**src/hw/rtl/pte_pkg.sv**
```systemverilog
// ----------------------------------------------------------------------------
// Pre-integration table engine package
// Shared beat types, command and status structs and constants.
// ----------------------------------------------------------------------------
package pte_pkg;

    localparam int unsigned CW = 27;
    localparam int unsigned AW = 17;

    typedef enum logic {
        OP_LOAD  = 1'b0,
        OP_QUERY = 1'b1
    } t_opcode;

    typedef struct packed {
        logic       opcode;
        logic [7:0] entry_index;
        logic [7:0] entry_red;
        logic [7:0] entry_green;
        logic [7:0] entry_blue;
        logic [7:0] entry_alpha;
        logic [7:0] back_scalar;
        logic [7:0] front_scalar;
    } t_in_beat;

    typedef struct packed {
        logic [7:0] out_red;
        logic [7:0] out_green;
        logic [7:0] out_blue;
        logic [7:0] out_alpha;
    } t_out_beat;

    // Controller to datapath.
    typedef struct packed {
        logic capture;     // latch the input beat
        logic rd_prev;     // read previous entry and prefixes
        logic wr_load;     // write entry and prefix of a load
        logic rd_hi;       // read entries at the larger scalar
        logic rd_lo;       // read entries at the smaller scalar
        logic setup;       // form numerators and divisors
        logic div_step;    // one restoring division step
        logic exp_start;   // set up the exponential
        logic exp_step;    // one Taylor or squaring step
        logic finish;      // load the output register
    } t_cmd;

    typedef struct packed {
        logic is_query;
        logic is_valid_load;
        logic exp_done;
    } t_sts;

endpackage

```
**src/hw/rtl/pte_ctrl.sv**
```systemverilog
// ----------------------------------------------------------------------------
// Pre-integration table engine controller
// Sequences loads, table reads, divisions and the exponential.
// ----------------------------------------------------------------------------
module pte_ctrl (
    input  logic          i_clk,
    input  logic          i_rst_n,
    input  logic          i_in_valid,
    output logic          o_in_stall,
    output logic          o_out_valid,
    input  logic          i_out_stall,
    input  pte_pkg::t_sts i_sts,
    output pte_pkg::t_cmd o_cmd
);
    import pte_pkg::*;

    typedef enum logic [8:0] {
        S_IDLE  = 9'b000000001,
        S_DEC   = 9'b000000010,
        S_WR    = 9'b000000100,
        S_RDHI  = 9'b000001000,
        S_RDLO  = 9'b000010000,
        S_SETUP = 9'b000100000,
        S_DIV   = 9'b001000000,
        S_EXP   = 9'b010000000,
        S_OUT   = 9'b100000000
    } t_state;

    t_state     r_state, n_state;
    logic [4:0] r_cnt, n_cnt;
    logic       r_ov, n_ov;

    always_comb begin
        n_state = r_state;
        n_cnt   = r_cnt;
        n_ov    = r_ov && i_out_stall;
        o_cmd   = '0;
        case (r_state)
            S_IDLE: begin
                o_cmd.capture = i_in_valid;
                if (i_in_valid) n_state = S_DEC;
            end
            S_DEC: begin
                o_cmd.rd_prev = 1'b1;
                if (i_sts.is_query) n_state = S_RDHI;
                else if (i_sts.is_valid_load) n_state = S_WR;
                else n_state = S_IDLE;
            end
            S_WR: begin
                o_cmd.wr_load = 1'b1;
                n_state = S_IDLE;
            end
            S_RDHI: begin
                o_cmd.rd_hi = 1'b1;
                n_state = S_RDLO;
            end
            S_RDLO: begin
                o_cmd.rd_lo = 1'b1;
                n_state = S_SETUP;
            end
            S_SETUP: begin
                o_cmd.setup = 1'b1;
                n_cnt = '0;
                n_state = S_DIV;
            end
            S_DIV: begin
                o_cmd.div_step = 1'b1;
                n_cnt = r_cnt + 5'd1;
                if (r_cnt == 5'd26) begin
                    n_state = S_EXP;
                end
                if (r_cnt == 5'd26) o_cmd.exp_start = 1'b0;
            end
            S_EXP: begin
                if (r_cnt == 5'd27) begin
                    o_cmd.exp_start = 1'b1;
                    n_cnt = 5'd28;
                end else begin
                    o_cmd.exp_step = 1'b1;
                    if (i_sts.exp_done) begin
                        o_cmd.exp_step = 1'b0;
                        n_state = S_OUT;
                    end
                end
            end
            S_OUT: begin
                if (!r_ov) begin
                    o_cmd.finish = 1'b1;
                    n_ov = 1'b1;
                    n_state = S_IDLE;
                end
            end
            default: n_state = S_IDLE;
        endcase
    end

    always_ff @(posedge i_clk) begin
        if (!i_rst_n) begin
            r_state <= S_IDLE;
            r_cnt   <= '0;
            r_ov    <= 1'b0;
        end else begin
            r_state <= n_state;
            r_cnt   <= n_cnt;
            r_ov    <= n_ov;
        end
    end

    assign o_in_stall  = (r_state != S_IDLE);
    assign o_out_valid = r_ov;

endmodule

```
**config.mk**
```make
export PLATFORM = sky130hd
export DESIGN_NAME = pte_ctrl
export DESIGN_NICKNAME = d
export VERILOG_FILES = /design/src/hw/rtl/pte_pkg.sv /design/src/hw/rtl/pte_ctrl.sv
export SDC_FILE = /design/constraint.sdc
export NUM_CORES = 1
export LEC_CHECK = 0
export ABC_AREA = 1
export BUFFER_PORTS_ARGS = -buffer_cell sky130_fd_sc_hd__buf_2
export CORE_MARGIN = 10
export CORE_UTILIZATION = 49
export DETAILED_ROUTE_END_ITERATION = 7
export PLACE_DENSITY = 0.75
export SLEW_MARGIN = 40
export SYNTH_ARGS = -nofsm -noshare
export SYNTH_HDL_FRONTEND = slang
export SYNTH_SLANG_ARGS = --single-unit
```
**constraint.sdc**
```tcl
create_clock -name i_clk -period 1.4 [get_ports i_clk]
set_clock_uncertainty 0.15 [all_clocks]
set_input_delay 0.07 -clock i_clk [delete_from_list [all_inputs] [get_ports i_clk]]
set_output_delay 0.07 -clock i_clk [all_outputs]
set_load 0.01 [all_outputs]
```
==> results of run 1 <==
[metrics by stage]
step | hold slack, ns | power [uW] | area (um2)
after floorplan | 0.0428 | 1420 | 1070
after global placement | 0.158 | 1830 | 1320
after detailed placement | 0.191 | 1870 | 1320
after CTS | 0.0968 | 2660 | 1720
after global routing | 0.257 | 3290 | 1830
final | 0.234 | 3190 | 1830
[cell usage after synthesis (2+ instances only)]
cell type and count:
nor4_1 2, nand2_2 5, nand3_2 3, o21ai_1 6, xor2_1 2, nand2_1 24, ha_1 2, nor2_2 5
dfxtp_1 15, nor3_1 2, nor2_4 5, nor2_1 31, inv_1 26, a21oi_1 5, nand3_1 18, nand4_1 3
o21ai_0 2, inv_2 4
[worst paths after layout]
path	start	end	slack, ns	depth (start not counted)
max	r_state[2]$_SDFFE_PN0P_	r_state[0]$_SDFFE_PN1P_	-0.47	11
min	i_in_valid	r_state[0]$_SDFFE_PN1P_	0.23	6
max reg2reg	r_state[2]$_SDFFE_PN0P_	r_state[0]$_SDFFE_PN1P_	-0.47	11
min reg2reg	r_cnt[2]$_SDFFE_PN0P_	r_cnt[2]$_SDFFE_PN0P_	0.43	2
[final cells by class]
class,instances,area [um2],area share (%)
Multi-Input combinational cell,119,918,50.1
Timing Repair Buffer,54,422,23.0
Sequential cell,15,315,17.2
Inverter,30,118,6.42
Tap cell,27,33.8,1.84
Clock buffer,4,26.3,1.43
[worst min-delay path, cell delays in order]
cell and delay [ns]:
buf_2 0.08, inv_1 0.06, nand3_2 0.13, buf_4 0.13
buf_4 0.10, nand3_2 0.09
[layer usage]
layer	vias up	GRT usage, %	share of wire [%]
met1	690	21.2	35
li1	641	-	-
met2	181	31.3	43
met4	0	10.7	8.9
met5	-	0	0
met3	78	4.75	12
[kinds of logic (layout without fill, tap and decap cells)]
| logic type | Yosys count | after routing | share of synthesized area [%] |
|---|---|---|---|
| simple gates | 101 | 101 | 49.2 |
| buf+inv | 31 | 88 | 11.2 |
| flops | 15 | 15 | 28.5 |
| compound gates | 13 | 13 | 6.18 |
| xor+xnor | 3 | 3 | 2.50 |
| fa+ha+maj | 2 | 2 | 2.38 |
[power by group]
group	internal, uW	switching [uW]	leakage [uW]
Sequential	515	122	0.000126
Combinational	884	1380	0.000815
Clock	111	176	0.0000150
Total	1510	1680	0.000956
[sequential cells by signal, summed over array words and instances, names as in the netlist]
register	cells
r_cnt	5
r_state	9
o_out_valid	1
[repair_timing]
item | CTS | global route
hold endpoints to repair | 11 | 0
hold buffers | 4 | 0
gates resized for setup | 60 | 25
setup buffers | 12 | 4
pin swaps | 28 | 17
setup endpoints to repair | 24 | 25
==> results.toml, run 1 <==
[run_status]
status = "finished, violations left"
violations = "setup timing"

[floorplan]
die_width_um = 66.3
die-area_um2 = 4400
rows = 16
top_level_ports = 19
chipHeight_um = 66.3
start_util_pct = 52.6
core-area_um2 = 2000

[final_layout]
final_nets = 232
n_antenna_cell = 0
final_common_cell = "buf_4"
final_util_pct = 91.6
finalNonFillerCells = 249
n_fill_cell = 87
drive_above_1_share_pct = 59.0
synthToLayoutAreaGrowth_pct = 74.2
layout_common_cells = "buf_4, nor2_1, inv_1, nand2_1"

[synthesis]
synth_largest_area_cell = "dfxtp_1"
syn_inst = 165
syn_area_per_cell_um2 = 6.38
synth.distinct_cells = 23
synth_ff_type = "dfxtp_1"
synth_area_leaders = "dfxtp_1, nor2_1, inv_1, nand3_1, nand2_1"
synth_edf_count = 0
syn_area_um2 = 1050
yosysWarnings = 0
synth_fp_nets = 174
synth_top_area_share_pct = 28.5
async_reset_ff_share_pct = 0
synth_seq_area_share_pct = 28.5
synth-seq-cells = 15

[timing]
finalSetupViolations = 25
maxSlewHeadroom_pct = 78.3
hold_violations = 0
rsz0062_at_grt = "yes"
slew_viol_final = 0
period_needed_ns = 1.87
tightestPinTransition_ns = 0.325
timing.final.ws_setup_ns = -0.474
fmax_ghz = 0.534
timing.final.crit_share_pct = 134
fin_tns_setup_ns = -8.00

[worst_setup_path]
crit_type = "flip-flop to flip-flop"
max_stage_delay_ns = 0.36
crit_arrival_ns = 1.91
worstPathMaxFanout = 6
slowest_stage = "dfxtp_2"
cp-start-kind = "flip-flop"
crit_path_cell_trace = "nor2_4 > nand2_4 > buf_6 > nor2_4 > nand2_4 > nand2_2 > nor2_1 > nand2_1 > nand2_1 > nand2_1 > nand3_2"
critical-path-top-delay-family = "simple AND/OR/NAND/NOR gates"
critPathCaptureType = "flip-flop"
path_buf_inv = 1
cp.required_ns = 1.44
cpMostUsedCell = "nand2_1"

[flow_run]
maxCapViolCount = 0

[detailed_routing]
wl_per_cell_um = 22.4
vias = 1590
wirelength_um = 5580
first_pass_iters = 7
dr.first_iter.drc_count = 198
drtAntennaViolNets = 0
vias_per_cell = 6.39
drc = 0

[clock_network]
cts_buffer_depth = 2
clkSinkCount = 15
path_clk_slew_ns = 0.12
clk_latency_ns = 0.31
cts_inserted_buffers = 3
cts_max_level = 1
cts_tree = "built"
clock-root-buffer = "clkbuf_4"

[global_routing]
grt_max_degree = 14
grt_pass1_wl_um = 6500
grt_overflow_total = 0
grtUsageTotal_pct = 18.8
grt_antenna_before_repair = 0
grt_pass1_vias = 1416

[placed_design]
portBuffers = 18
post-dp-hpwl_um = 2240
gp_congestion = 0.912
dp_slack_ns = -0.0942
placed_cells = 226

[pwr]
p_leak_uw = 0.000956
power_density_nw_per_um2 = 1740
ir_worst_vdd_v = 0.00129

[hold_path]
hold_path_class = "input port to flip-flop"
Power figures use the tool's default switching activity.
==> run 2: changes to the inputs <==
- BUFFER_PORTS_ARGS: -buffer_cell sky130_fd_sc_hd__buf_2 -> -buffer_cell sky130_fd_sc_hd__clkbuf_2
- CORE_MARGIN: 10 -> 2
==> run 2 against run 1 <==
Net effect:
- the run now fails in global routing (5_1_grt)
- area after synthesis is the same
- synthesized cell count is the same
==> results.toml, run 2 <==
[run_status]
status = "stopped before the end"
lastStage = "global routing (5_1_grt)"
first-error = "[ERROR GRT-0232] Routing congestion too high. Check the congestion heatmap in the GUI."

[clock_network]
clkSinkCount = 15
cts_inserted_buffers = 3
cts_buffer_depth = 2
clock-root-buffer = "clkbuf_4"
cts_max_level = 1

[floorplan]
start_util_pct = 52.6
die_width_um = 50.3
top_level_ports = 19
chipHeight_um = 50.3
rows = 16

[synthesis]
netlist_top_cells_count = "nor2_1, inv_1, nand2_1"
synth_most_common_cell = "nor2_1"
synth_ff_type = "dfxtp_1"
synth_area_leaders = "dfxtp_1, nor2_1, inv_1, nand3_1, nand2_1"
async_reset_ff_share_pct = 0
synth_edf_count = 0
syn_area_per_cell_um2 = 6.38
syn_area_um2 = 1050
synth-seq-cells = 15
synth.distinct_cells = 23
synth_top_area_share_pct = 28.5
synth_seq_area_share_pct = 28.5
yosysWarnings = 0
syn_inst = 165
synth_largest_area_cell = "dfxtp_1"
synth_fp_nets = 174

[placed_design]
gp_congestion = 0.961
portBuffers = 18
post-dp-hpwl_um = 2150

[timing]
postGrtWorstEndpoint = "r_state[0]$_SDFFE_PN1P_/D"
worstEndpointType = "register input"

[global_routing]
grt_max_degree = 14
grtUsageTotal_pct = 61.6
grt_overflow_total = 19
-- run 2: metrics by stage --
stage,setup WS [ns],instances,TNS [ns],cell area (um2),hold slack [ns]
4_1_cts,-0.293,248,-3.74,1750,0.0971
3_5_place_dp,-0.0910,228,-0.761,1340,0.171
3_3_place_gp,-0.0877,228,-0.440,1340,0.156
2_1_floorplan,0.00791,165,0,1070,0.0428
-- run 2: repair_timing --
item / in CTS
setup buffers: 14
hold buffers: 4
gates resized for setup: 62
pin swaps: 32
endpoints found under the setup margin: 23
hold endpoints to repair: 5
cloned: 0
-- run 2: cell families after synthesis --
kind of cell | after synthesis | share of synthesized area [%]
buffers and inverters | 31 | 11.2
AND/OR/NAND/NOR | 101 | 49.2
AO/OA/AOI/OAI | 13 | 6.18
flip-flops | 15 | 28.5
XOR/XNOR | 3 | 2.50
adder cells (fa/ha/maj) | 2 | 2.38
-- run 2: per-layer routing --
| metal | GRT overflow | GRT usage [%] |
|---|---|---|
| met4 | 9 | 65.3 |
| met5 | 0 | 0 |
| met3 | 0 | 32.1 |
| met1 | 0 | 64.9 |
| met2 | 10 | 83.1 |
==> run 3: changes to the inputs <==
- CORE_AREA: not set -> 2 2 63 65
- CORE_MARGIN: 2 -> not set
- CORE_UTILIZATION: 49 -> not set
- DIE_AREA: not set -> 0 0 65 67
- PLACE_DENSITY: 0.75 -> not set
- PLACE_DENSITY_LB_ADDON: not set -> 0.15
- clock period: 1.4 -> 1.82 ns (I/O delays scaled with it)
==> run 3 against run 2 <==
Net effect:
- the flow now finishes without violations
==> results.toml, run 3 (synthesized netlist as in run 1, its figures left out) <==
[hold_path]
hold_path_class = "input port to flip-flop"
hold_path_depth = 5
min-delay-start = "i_sts[1]"
hold_path_end = "r_state[2]$_SDFFE_PN0P_"

[placed_design]
portBuffers = 18
dpl_cell_area_um2 = 1200
gp_congestion = 0.890
dp_slack_ns = 0.229
post-dp-hpwl_um = 2130

[floorplan]
die_width_um = 65
core-area_um2 = 3610
top_level_ports = 19
rows = 22
start_util_pct = 29.2
die-area_um2 = 4360
chipHeight_um = 67

[final_layout]
design_area_um2 = 1280
final_nets = 198
top_register = "r_state"
n_antenna_cell = 0
n_fill_cell = 403
final_common_cell = "nor2_1"
largest_register_ffs = 9
layout_common_cells = "nor2_1, inv_1, nand2_1"
drive_above_1_share_pct = 26.1
synthToLayoutAreaGrowth_pct = 21.5

[clock_network]
clk_latency_ns = 0.25
cts_max_level = 1
cts_inserted_buffers = 3
path_clk_slew_ns = 0.07
cts_buffer_depth = 2
post_cts.repair.setup_buffers = 0
clkSinkCount = 15
clock-root-buffer = "clkbuf_8"
cts_tree = "built"

[global_routing]
grt_antenna_before_repair = 0
grt_max_degree = 14
grtUsageTotal_pct = 14.5
grt_pass1_wl_um = 4700
grt_overflow_total = 0
grt_pass1_vias = 1060

[timing]
timing.final.ws_setup_ns = 0.113
finalSetupViolations = 0
hold_violations = 0
period_needed_ns = 1.71
slew_viol_final = 0
rsz0062_at_grt = "yes"
timing.final.crit_share_pct = 93.8
fmax_ghz = 0.586
fin_hold_ws_ns = 0.0208
tightestPinTransition_ns = 0.315
fin_tns_setup_ns = 0
maxSlewHeadroom_pct = 78.8

[detailed_routing]
vias_per_cell = 4.52
drc = 0
wl_per_cell_um = 11.5
wirelength_um = 2720
dr.first_iter.drc_count = 43
vias = 1067
drtAntennaViolNets = 0
first_pass_iters = 4

[worst_setup_path]
crit_arrival_ns = 1.47
worstPathMaxFanout = 4
crit_type = "flip-flop to output pin"
r2r-start = "r_state[0]$_SDFFE_PN1P_"
max_stage_delay_ns = 0.37
ff2ff_path_depth = 8
cp-start-kind = "flip-flop"
slowest_stage = "dfxtp_1"
rr_endpoint = "r_cnt[1]$_SDFFE_PN0P_"
r2r_setup_slack_ns = 0.24
critPathCaptureType = "output pin"
crit_path_cell_trace = "nor2_4 > nand3_1 > nor2_2 > nand2_1 > nor2_1 > clkbuf_2"
cp.required_ns = 1.58

[pwr]
power_uw = 1590
p_leak_uw = 0.000681
ir_worst_vdd_v = 0.000397
power_density_nw_per_um2 = 1240

[run_status]
status = "finished, final reports clean"

[flow_run]
maxCapViolCount = 0
-- run 3: metrics by stage --
step           utilization [%]  cells
2_1_floorplan                -    165
3_3_place_gp              33.2    230
3_5_place_dp              33.2    230
4_1_cts                   35.0    236
5_1_grt                   35.5    236
6_report                  35.5    236
-- run 3: area by class of cell --
| class | count | area [um2] | share of cell area, % |
|---|---|---|---|
| multi-input combinational | 119 | 651 | 50.9 |
| inverter | 30 | 113 | 8.81 |
| sequential | 15 | 300 | 23.5 |
| tap | 48 | 60.1 | 4.70 |
| clock buffer | 4 | 45.0 | 3.52 |
| timing repair buffer | 20 | 110 | 8.61 |
-- run 3: repair_timing --
action / in CTS / in global routing
hold buffers: 2 / 0
hold endpoints to repair: 3 / 0
gates resized for setup: 0 / 4
setup endpoints to repair: 0 / 6
-- run 3: worst max path at each step --
stage / from / to / depth (start not counted)
2_1_floorplan: r_cnt[1]$_SDFFE_PN0P_ / r_cnt[0]$_SDFFE_PN0P_ / 8
3_3_place_gp: r_state[6]$_SDFFE_PN0P_ / r_state[0]$_SDFFE_PN1P_ / 8
3_5_place_dp: r_cnt[1]$_SDFFE_PN0P_ / r_cnt[1]$_SDFFE_PN0P_ / 8
4_1_cts: r_state[6]$_SDFFE_PN0P_ / o_cmd[9] / 6
5_1_grt: r_state[6]$_SDFFE_PN0P_ / o_cmd[9] / 6
6_report: r_state[5]$_SDFFE_PN0P_ / o_cmd[1] / 6
-- run 3: critical path: cells and delay by family, from the launching register on --
family	cells	cell delay, ns
simple gates	5	0.70
flops	1	0.37
buf+inv	1	0.15
-- run 3: routing by layer --
| layer | track usage (%) | vias to the layer above | wire, um |
|---|---|---|---|
| met2 | 24.7 | 26 | 1290 |
| li1 | - | 566 | - |
| met5 | 0 | - | 0 |
| met4 | 7.98 | 0 | 50 |
| met3 | 3.38 | 5 | 130 |
| met1 | 16.8 | 470 | 1250 |
-- run 3: where the power goes --
part	switching (uW)	internal (uW)	total, uW
clock network	132	156	287
logic	545	291	837
registers	79.8	388	467
total	757	834	1590
==> run 4: changes to the inputs <==
- PLACE_DENSITY: not set -> 0.48
- PLACE_DENSITY_LB_ADDON: 0.15 -> not set
==> run 4 against run 3 <==
Net effect:
- non-clock buffer count unchanged
- combinational power down 2%
- clock-buffer cell count unchanged
- global-route usage down 1.6 points
- final area down 0.49%
- sequential cell count unchanged
- critical endpoint unchanged
- largest power group unchanged
==> results.toml, run 4 (synthesized netlist as in run 1, its figures left out) <==
[final_layout]
final_common_cell = "nor2_1"
top_register = "r_state"
synthToLayoutAreaGrowth_pct = 20.9
layout_common_cells = "nor2_1, inv_1, nand2_1"
n_antenna_cell = 0
finalNonFillerCells = 236
design_area_um2 = 1270
largest_register_ffs = 9
final_nets = 198
drive_above_1_share_pct = 25.5

[worst_setup_path]
critPathCaptureType = "output pin"
crit_type = "flip-flop to output pin"
cp.required_ns = 1.58
worstPathMaxFanout = 4
cp-start-kind = "flip-flop"
crit_arrival_ns = 1.45

[detailed_routing]
drc = 0
drtAntennaViolNets = 0
vias = 1045
wirelength_um = 2560
dr.first_iter.drc_count = 36
wl_per_cell_um = 10.8
vias_per_cell = 4.43
met2_wirelength_um = 1210
wl_met3_um = 97
top_layer_used = "met4"
drt-met1-wl_um = 1230
first_pass_iters = 4

[clock_network]
clock-root-buffer = "clkbuf_8"
cts_inserted_buffers = 3
clk_latency_ns = 0.25
cts_buffer_depth = 2
clkSinkCount = 15
path_clk_slew_ns = 0.06
post_cts.repair.setup_buffers = 0
cts_tree = "built"
cts_max_level = 1

[timing]
timing.final.crit_share_pct = 92.7
timing.final.ws_setup_ns = 0.132
rsz0062_at_grt = "no"
slew_viol_final = 0
finalSetupViolations = 0
fin_tns_setup_ns = 0
maxSlewHeadroom_pct = 76.7
hold_violations = 0
period_needed_ns = 1.69
tightestPinTransition_ns = 0.347
fmax_ghz = 0.593

[global_routing]
grt_max_degree = 14
grt_pass1_vias = 965
grt_pass1_wl_um = 4340
grtUsageTotal_pct = 13.0
grt_antenna_before_repair = 0
grt_overflow_total = 0

[floorplan]
die_width_um = 65
die-area_um2 = 4360
start_util_pct = 29.2
core-area_um2 = 3610
chipHeight_um = 67
top_level_ports = 19
rows = 22

[pwr]
power_density_nw_per_um2 = 1230
power_uw = 1560
p_leak_uw = 0.000680
ir_worst_vdd_v = 0.000338

[placed_design]
portBuffers = 18
gp_congestion = 0.826
placed_cells = 230
dpl_cell_area_um2 = 1200
dp_slack_ns = 0.251
post-dp-hpwl_um = 2070

[flow_run]
maxCapViolCount = 0

[run_status]
status = "finished, final reports clean"

[hold_path]
hold_path_class = "input port to flip-flop"
-- run 4: per-stage QoR --
step / util, % / hold slack [ns]
after floorplan: - / 0.0638
after global placement: 33.2 / 0.180
after detailed placement: 33.2 / 0.185
after CTS: 35.0 / 0.0206
after global routing: 35.3 / 0.0628
final: 35.3 / 0.0184
-- run 4: path summary, 6_finish.rpt --
check,start,end,slack [ns],depth (start not counted)
max,r_state[5]$_SDFFE_PN0P_,o_cmd[1],0.13,6
max reg2reg,r_state[0]$_SDFFE_PN1P_,r_cnt[1]$_SDFFE_PN0P_,0.28,8
min,i_sts[1],r_state[2]$_SDFFE_PN0P_,0.02,5
min reg2reg,r_cnt[4]$_SDFFE_PN0P_,r_cnt[4]$_SDFFE_PN0P_,0.37,2
-- run 4: critical path, cell delays in order (launching register included) --
cell and delay, ns:
dfxtp_1 0.35, nor2_4 0.18, nand3_1 0.12, nor2_2 0.16
nand2_1 0.11, nor2_1 0.12, clkbuf_2 0.15
-- run 4: metal layers --
layer / up-vias / GRT usage [%]
met5: - / 0
met4: 0 / 4.52
met3: 5 / 2.03
met2: 22 / 22.2
met1: 452 / 16.5
li1: 566 / -
-- run 4: repair_timing --
item / in CTS / in global routing
setup endpoints to repair: 0 / 4
hold buffers: 2 / 0
gates resized for setup: 0 / 3
endpoints found under the hold margin: 3 / 0
-- run 4: power breakdown --
part	switching, uW	internal (uW)
logic	530	287
registers	80.1	388
clock network	123	155
total	733	830
-- run 4: cell type report --
cell class / count / area, um2
clock buffer: 4 / 45.0
sequential: 15 / 300
inverter: 30 / 113
multi-input combinational: 119 / 644
timing repair buffer: 20 / 110
tap: 48 / 60.1
fill: 402 / 2330
